### config.mk
export PLATFORM = sky130hd
export DESIGN_NAME = swds_div
export DESIGN_NICKNAME = d
export VERILOG_FILES = /design/src/rtl/swds_pkg.sv /design/src/rtl/swds_div.sv
export SDC_FILE = /design/constraint.sdc
export NUM_CORES = 1
export LEC_CHECK = 0
export BUFFER_PORTS_ARGS = -buffer_cell sky130_fd_sc_hd__buf_2
export CAP_MARGIN = 20
export CORE_MARGIN = 1.5
export CORE_UTILIZATION = 50
export CTS_CLUSTER_SIZE = 28
export DETAILED_ROUTE_END_ITERATION = 6
export PLACE_DENSITY = 0.8
export SLEW_MARGIN = 30
export SYNTH_ARGS = -nofsm -noshare
export SYNTH_HDL_FRONTEND = slang
export SYNTH_SLANG_ARGS = --single-unit
export TNS_END_PERCENT = 50
### constraint.sdc
create_clock -name clk -period 5.06 [get_ports clk]
set_clock_uncertainty 0.15 [all_clocks]
set_input_delay 0.253 -clock clk [delete_from_list [all_inputs] [get_ports clk]]
set_output_delay 0.253 -clock clk [all_outputs]
set_load 0.005 [all_outputs]
### src/rtl/swds_pkg.sv
// Shared types and constants of the sliding-window delay statistics block.
package swds_pkg;

  localparam int OUT_W         = 48;        // width of each reported delay field
  localparam int WIN_MS_W      = 16;        // width of the window register
  localparam int WIN_W         = 36;        // window in ns: 65535 * 1e6 < 2**36
  localparam int NS_PER_MS     = 1000000;
  localparam int WIN_MS_RESET  = 1000;
  localparam int APB_DW        = 32;
  localparam int APB_AW        = 3;

  // Register byte addresses
  localparam logic [APB_AW-1:0] ADDR_WINDOW_MS = 3'd0;

  // Input kinds carried on the slave-side tuser
  localparam logic CMD_ARRIVAL = 1'b0;
  localparam logic CMD_REPORT  = 1'b1;

  // Divider status toward the controller
  typedef struct packed {
    logic done;    // one-cycle pulse: quotient valid
    logic rem_nz;  // remainder is not zero
  } swds_div_stat_t;

endpackage

### src/rtl/swds_div.sv
// Restoring divider, one quotient bit per cycle.
module swds_div
  import swds_pkg::*;
#(
  parameter int NW = 59,
  parameter int DW = 11
) (
  input  logic           clk,
  input  logic           rst,
  input  logic           start,
  input  logic [NW-1:0]  dividend,
  input  logic [DW-1:0]  divisor,
  output logic [NW-1:0]  quotient,
  output swds_div_stat_t stat
);

  localparam int CNTW = $clog2(NW + 1);

  logic [NW-1:0]   quo;
  logic [DW-1:0]   rem;
  logic [DW-1:0]   dsr;
  logic [CNTW-1:0] cnt;
  logic            busy;
  logic            done;

  logic [DW:0]   trial;
  logic [DW:0]   diff;
  logic          ge;
  logic [DW-1:0] rem_next;

  always_comb begin
    trial    = {rem, quo[NW-1]};
    diff     = trial - {1'b0, dsr};
    ge       = trial >= {1'b0, dsr};
    rem_next = ge ? diff[DW-1:0] : trial[DW-1:0];
  end

  always_ff @(posedge clk) begin
    if (rst) begin
      busy <= 1'b0;
      done <= 1'b0;
      cnt  <= '0;
    end else begin
      done <= 1'b0;
      if (start) begin
        busy <= 1'b1;
        cnt  <= CNTW'(NW);
      end else if (busy) begin
        cnt <= cnt - 1'b1;
        if (cnt == CNTW'(1)) begin
          busy <= 1'b0;
          done <= 1'b1;
        end
      end
    end
  end

  always_ff @(posedge clk) begin
    if (start) begin
      quo <= dividend;
      rem <= '0;
      dsr <= divisor;
    end else if (busy) begin
      quo <= {quo[NW-2:0], ge};
      rem <= rem_next;
    end
  end

  assign quotient    = quo;
  assign stat.done   = done;
  assign stat.rem_nz = (rem != '0);

endmodule

==> impl_metrics.csv, run 1 <==
group,metric,value,unit
global_route,grt-busiest-layer,"met2",
synthesis,ys_async_sr_fraction,0,%
clocking,clk_pin_slew,90,ps
clocking,root_buffer,"clkbuf_8",
finish,final_area,0.00537,sq mm
placed_design,place_area,0.00506,sq mm
synthesis,synth_top_area_cell,"edfxtp_1",
clocking,cts_resized,0,
clocking,clock_path_buffers,2,
worst_setup_path,cp.required,5180,ps
synthesis,postSynthAreaPerCell,13.6,sq um
timing,setup_tns,0,ps
detailed_routing,ant_nets,0,
placed_design,gp_congestion,0.796,
synthesis,netlist_area,0.00432,sq mm
status,status,"completed",
die,ios,134,
synthesis,synth_most_common_cell,"edfxtp_1",
timing,finalWorstSetupSlack,2410,ps
worst_setup_path,crit_path_top_delay_cell,"fa_1",
detailed_routing,dr.pass1.iters,4,
timing,hold_viol_final,0,
clocking,clkSinkCount,89,
detailed_routing,wl_per_cell,15.5,um
detailed_routing,wl,8.86,mm
worst_setup_path,critPathMaxFanout,14,
global_route,gr-usage-all-layers,19.5,%
global_route,use_met2,30.2,%
global_route,grt_pass1_vias,2818,
power,irDropWorstVdd,0.187,mV
die,core,0.00830,sq mm
die,die_h,96.0,um
detailed_routing,vias_per_cell,5.27,
worst_setup_path,worstSetupEndpointType,"flip-flop",
worst_setup_path,ff2ff_path_depth,9,
finish,drive_gt1_share,47.5,%
global_route,antenna_found_initial,0,
global_route,grt_max_degree,52,
clocking,htreeDepth,3,
placed_design,dp_hpwl,6.44,mm
timing,finalSetupViolations,0,
worst_setup_path,startpoint_type,"flip-flop",
timing,rsz0062_at_grt,"false",
worst_setup_path,crit_top_cell,"o21ai_4",
clocking,clkLatencyLatePin,360,ps
global_route,grt_use_met3,4.50,%
die,die_w,96.0,um
placed_design,io_buffers,133,
detailed_routing,vias,3006,
finish,nNetsFinal,547,
worst_setup_path,crit_chain,"inv_1, ha_1, fa_1, nor2b_4, o31a_4, o21ai_4, o21ai_4, mux2_4, a211oi_2",
synthesis,yosys_warnings,0,
die,rows,33,
synthesis,ys_seq_elements,89,
timing,finalCritPeriodShare,52.4,%
global_route,grt_pass1_wl,13.6,mm
timing,timing_worst_slew_pin_value,885,ps
finish,syn2layout_area_growth,24.3,%
global_route,overflow,0,
synthesis,syn_nets,405,
job,max_cap_viol_count,0,
placed_design,pre_cts_ws,2430,ps
global_route,use_met1,25.9,%
finish,diodes,0,
clocking,cts_tree,"done",
synthesis,ys_seq_area_share,57.4,%
finish,stdcell_count,570,
detailed_routing,drc,0,
die,initial_core_util,52.1,%
worst_setup_path,crit_type,"flip-flop to flip-flop",
placed_design,dpl.cell_count,543,
synthesis,synth_common_cells,"70 x edfxtp_1, 59 x mux2_2, 22 x nor2_1, 19 x dfxtp_1, 17 x inv_1",
timing,fmaxAchievable,0.377,GHz
synthesis,netlist-cell-type-count,46,
power,p_leak,2.23,nW
worst_hold_path,hold_class,"input pin to flip-flop",
power,cellPowerDensity,333,mW/mm^2
clocking,cts_buffers,9,
synthesis,yosys.area.top_type_share,48.6,%
worst_hold_path,hold_path_depth,2,
synthesis,synthTopCellsByArea,"edfxtp_1 49%, mux2_2 15%, dfxtp_1 8.8%, ha_1 3.8%, nor2_1 1.9%",
finish,nFillCells,652,
timing,slew_headroom,40.8,%
worst_setup_path,slowest_delay,440,ps
synthesis,syn-instance-count,318,
die,die_area,0.00921,sq mm
worst_setup_path,arrival,2770,ps
detailed_routing,drt_iter0_markers,192,
synthesis,ys.flop_type,"edfxtp_1",
synthesis,synth_edf_count,70,
timing,drv_slew,0,
timing,period_minus_slack,2650,ps
[worst paths after layout]
path	start	endpoint	slack, ps
max	quotient[58]	rem[0]	2410
min reg2reg	rem[7]	rem[7]	390
min	rst	cnt[3]	30
max reg2reg	quotient[58]	rem[0]	2410
[layer usage]
| metal | wire length (um) | up-vias |
|---|---|---|
| li1 | - | 1476 |
| met1 | 3850 | 1408 |
| met2 | 4290 | 104 |
| met3 | 497 | 18 |
| met4 | 212 | 0 |
| met5 | 0 | - |
[layout by cell type, fill, tap and decap left out, types with 2 or more instances in the layout]
cell,n
o21ai_1,3
a21oi_1,11
nor2_1,22
o21ai_4,2
nand2_1,9
clkbuf_8,9
nor3_1,3
o211ai_1,3
mux2_2,59
xnor2_1,9
mux2i_1,7
inv_1,17
clkinvlp_4,2
a211oi_1,7
buf_2,132
nor4b_1,3
nand2b_1,4
a311oi_1,2
o21ai_0,6
nor4_1,4
dlygate4sd3_1,11
o22ai_1,2
ha_1,13
inv_6,3
edfxtp_1,70
nand3_1,4
dfxtp_1,19
o21a_1,2
buf_4,4
nor4_4,2
[report_power, final]
group	total (mW)	internal [mW]	switching, mW
Sequential	0.921	0.878	0.0432
Combinational	0.369	0.187	0.181
Clock	0.502	0.234	0.268
Total	1.79	1.30	0.493
[logic make-up after synthesis]
logic type,Yosys count,synth area share (%)
flip-flops,89,57.4
AND/OR/NAND/NOR,61,8.22
buffers and inverters,33,3.39
adder cells (fa/ha/maj),14,4.23
AO/OA/AOI/OAI,44,7.35
multiplexers,67,17.3
XOR/XNOR,10,2.03
[stage by stage]
step | power, mW | utilization (%) | hold WS [ps]
4_1_cts | 1.80 | 64.7 | 6.50
3_5_place_dp | 1.30 | 61.0 | 282
3_3_place_gp | 1.29 | 61.0 | 280
5_1_grt | 1.88 | 64.7 | 20.5
6_report | 1.79 | 64.7 | 25.8
2_1_floorplan | 1.17 | - | 202
[repair_timing]
item                                   CTS  global route
endpoints found under the hold margin   11             0
setup endpoints to repair                0             0
hold buffers                            11             0
buffers inserted                         0             0
[flip-flops by register name (all words and copies together), names as in the netlist]
| signal | count |
|---|---|
| cnt | 6 |
| rem | 11 |
| busy | 1 |
| done | 1 |
| dsr | 11 |
| quotient | 59 |
[layout make-up]
cell class                      count  area [sq um]  share of cell area, %
Multi-Input combinational cell    196          1700                   31.6
Clock inverter                      6          71.3                   1.33
Sequential cell                    89          2480                   46.2
Timing Repair Buffer              147           801                   14.9
Tap cell                          105           131                   2.45
Clock buffer                       10           128                   2.38
Inverter                           17          63.8                   1.19
[critical path, delay by kind of cell, from the launching register on]
kind / cells / cell delay [ps]
buffers and inverters: 1 / 60
AOI/OAI and AO/OA: 4 / 870
DFF: 1 / 350
adders and majority gates: 2 / 660
and+or+nand+nor: 1 / 140
muxes: 1 / 340
Note: power is estimated with default switching activity, not from simulation.
==> run 2, diff against run 1 <==
Settings changed: CORE_UTILIZATION 50 to 46, PLACE_DENSITY 0.8 to 0.78.
Clock period 5.06 ns to 2.3 ns, I/O delays scaled along.
==> run 2 against run 1 <==
The flow now finishes with violations (setup timing); critical path type unchanged; fmax is 14% higher; first-iteration DRC count is 20% lower; largest cell class unchanged; worst setup slack worse by 2400 ps; die area is 8.4% higher; final cell count is 15% higher; utilization is 3.5 points higher; critical path depth stayed put; via count is 16% higher; global-route usage is 3.2 points higher; highest routed layer unchanged; largest power group unchanged; clock power is 130% higher; sequential cell count stayed put.
==> impl_metrics.csv, run 2 (same netlist as run 1, synthesis figures left out) <==
group,metric,value,unit
clocking,cts_buffers,9,
worst_setup_path,r2r_setup_slack,-30,ps
worst_setup_path,worstSetupEndpointType,"flip-flop",
worst_setup_path,crit_path_top_delay_cell,"edfxtp_1",
timing,drv_slew,0,
worst_setup_path,cp.buffers_inverters,2,
placed_design,gp_congestion,0.834,
detailed_routing,drt_iter0_markers,153,
detailed_routing,dr.pass1.iters,4,
placed_design,dp_hpwl,6.80,mm
die,die_w,99.9,um
timing,slew_headroom,59.3,%
clocking,clkSinkCount,89,
finish,diodes,0,
die,ios,134,
global_route,overflow,0,
clocking,root_buffer,"clkbuf_8",
power,cellPowerDensity,676,mW/mm^2
clocking,cts_tree,"done",
worst_setup_path,crit_type,"flip-flop to flip-flop",
power,p_leak,2.58,nW
detailed_routing,wl_per_cell,17.2,um
die,rows,35,
detailed_routing,vias,3490,
placed_design,io_buffers,133,
finish,regArea,0.00248,sq mm
finish,largest_reg_flops,59,
timing,setup_tns,-43.8,ps
status,violations,"setup timing",
finish,nNetsFinal,626,
die,initial_core_util,47.2,%
detailed_routing,wl,11.3,mm
worst_setup_path,cp.required,2260,ps
clocking,clk_pin_slew,100,ps
worst_setup_path,path_delay_family,"compound AO/OA/AOI/OAI gates",
global_route,grt_pass1_vias,3681,
clocking,htreeDepth,3,
timing,finalWorstSetupSlack,-32.4,ps
power,power.total,4.22,mW
clocking,clock_path_buffers,2,
timing,rsz0062_at_grt,"true",
global_route,grt_max_degree,40,
worst_setup_path,slowest_delay,400,ps
finish,final_cell_mix,"132 x buf_2, 72 x dlygate4sd3_1, 70 x edfxtp_1",
worst_hold_path,hold_path_depth,2,
worst_setup_path,crit_top_cell,"o21ai_4",
placed_design,pre_cts_ws,-107,ps
worst_setup_path,reg2reg_from,"quotient[58]",
worst_hold_path,min_to,"dsr[8]",
job,max_cap_viol_count,0,
global_route,grt_pass1_wl,17.5,mm
detailed_routing,vias_per_cell,5.33,
finish,syn2layout_area_growth,44.5,%
worst_setup_path,reg2reg_to,"quotient[0]",
worst_setup_path,arrival,2300,ps
worst_setup_path,critPathMaxFanout,5,
finish,nFillCells,603,
status,status,"finished, violations left",
timing,period_minus_slack,2330,ps
detailed_routing,drc,0,
detailed_routing,ant_nets,0,
global_route,gr-usage-all-layers,22.7,%
power,irDropWorstVdd,0.430,mV
finish,layout_commonest_cell,"buf_2",
clocking,clkLatencyLatePin,350,ps
die,die_area,0.00999,sq mm
worst_setup_path,ff2ff_path_depth,9,
timing,finalCritPeriodShare,101,%
worst_hold_path,hold_class,"input pin to flip-flop",
timing,fmaxAchievable,0.429,GHz
global_route,antenna_found_initial,0,
finish,drive_gt1_share,46.7,%
finish,multi_input_area,0.00180,sq mm
die,die_h,99.9,um
timing,timing_worst_slew_pin_value,601,ps
worst_hold_path,hp-start,"divisor[8]",
timing,hold_viol_final,0,
die,core,0.00915,sq mm
worst_setup_path,startpoint_type,"flip-flop",
worst_setup_path,crit_chain,"inv_2, ha_4, fa_2, nor2b_4, o31a_4, o21ai_4, o21ai_4, buf_4, mux2_2",
timing,finalSetupViolations,5,
==> run 2: changes by cell type in the layout (fill, tap and decap cells not counted), moves of 2 or more <==
cell / delta
dlygate4sd3_1: +61
buf_6: +3
o21ai_0: -2
ha_1: -3
ha_4: +2
buf_4: +15
==> run 2: worst reg2reg max path: stages, from the launching register on <==
cell	delay [ps]
edfxtp_1	400
inv_2	100
ha_4	140
fa_2	220
nor2b_4	50
o31a_4	290
o21ai_4	200
o21ai_4	100
buf_4	160
mux2_2	270
==> run 2: report_power, final <==
part,total (mW),switching (mW),leakage [nW],internal [mW]
clock network,1.13,0.613,0.0954,0.519
registers,2.04,0.106,0.859,1.93
logic,1.05,0.486,1.63,0.565
==> run 2: metrics by stage <==
stage               utilization [%]  instance area [sq um]  std cells  hold WS [ps]
global route                   68.2                   6240        655           304
CTS                            67.0                   6130        651           292
global placement               56.4                   5160        561           143
detailed placement             56.4                   5160        561           143
floorplan                         -                   4320        318          63.9
finish                         68.2                   6240        655           310
==> run 2: area by class of cell <==
type	count	area share, %
Tap cell	111	2.22
Clock inverter	6	1.18
Clock buffer	10	2.04
Multi-Input combinational cell	196	28.8
Timing Repair Buffer	226	24.9
Inverter	17	1.02
Sequential cell	89	39.8
==> run 2: repair_timing <==
item,in CTS,in global routing
pin swaps,5,13
setup buffers,2,4
endpoints found under the setup margin,10,10
endpoints found under the hold margin,82,0
hold buffers,72,0
resized for setup,9,16
==> run 2: how the worst max path moves through the flow <==
stage | from | endpoint | slack, ps | cells after the start
final | quotient[58] | quotient[0] | -30 | 9
after global routing | dsr[1] | rem[9] | -130 | 8
after floorplan | quotient[58] | quotient[0] | -60 | 9
after CTS | dsr[0] | rem[0] | -50 | 8
after detailed placement | quotient[58] | rem[9] | -110 | 10
after global placement | quotient[58] | rem[3] | -30 | 10
==> run 2: routing by layer <==
metal / global-route usage, % / wire [um] / up-vias
met1: 26.5 / 4470 / 1704
met3: 4.46 / 540 / 30
met4: 10.3 / 312 / 0
li1: - / - / 1629
met5: 0 / 0 / -
met2: 40.3 / 5970 / 127
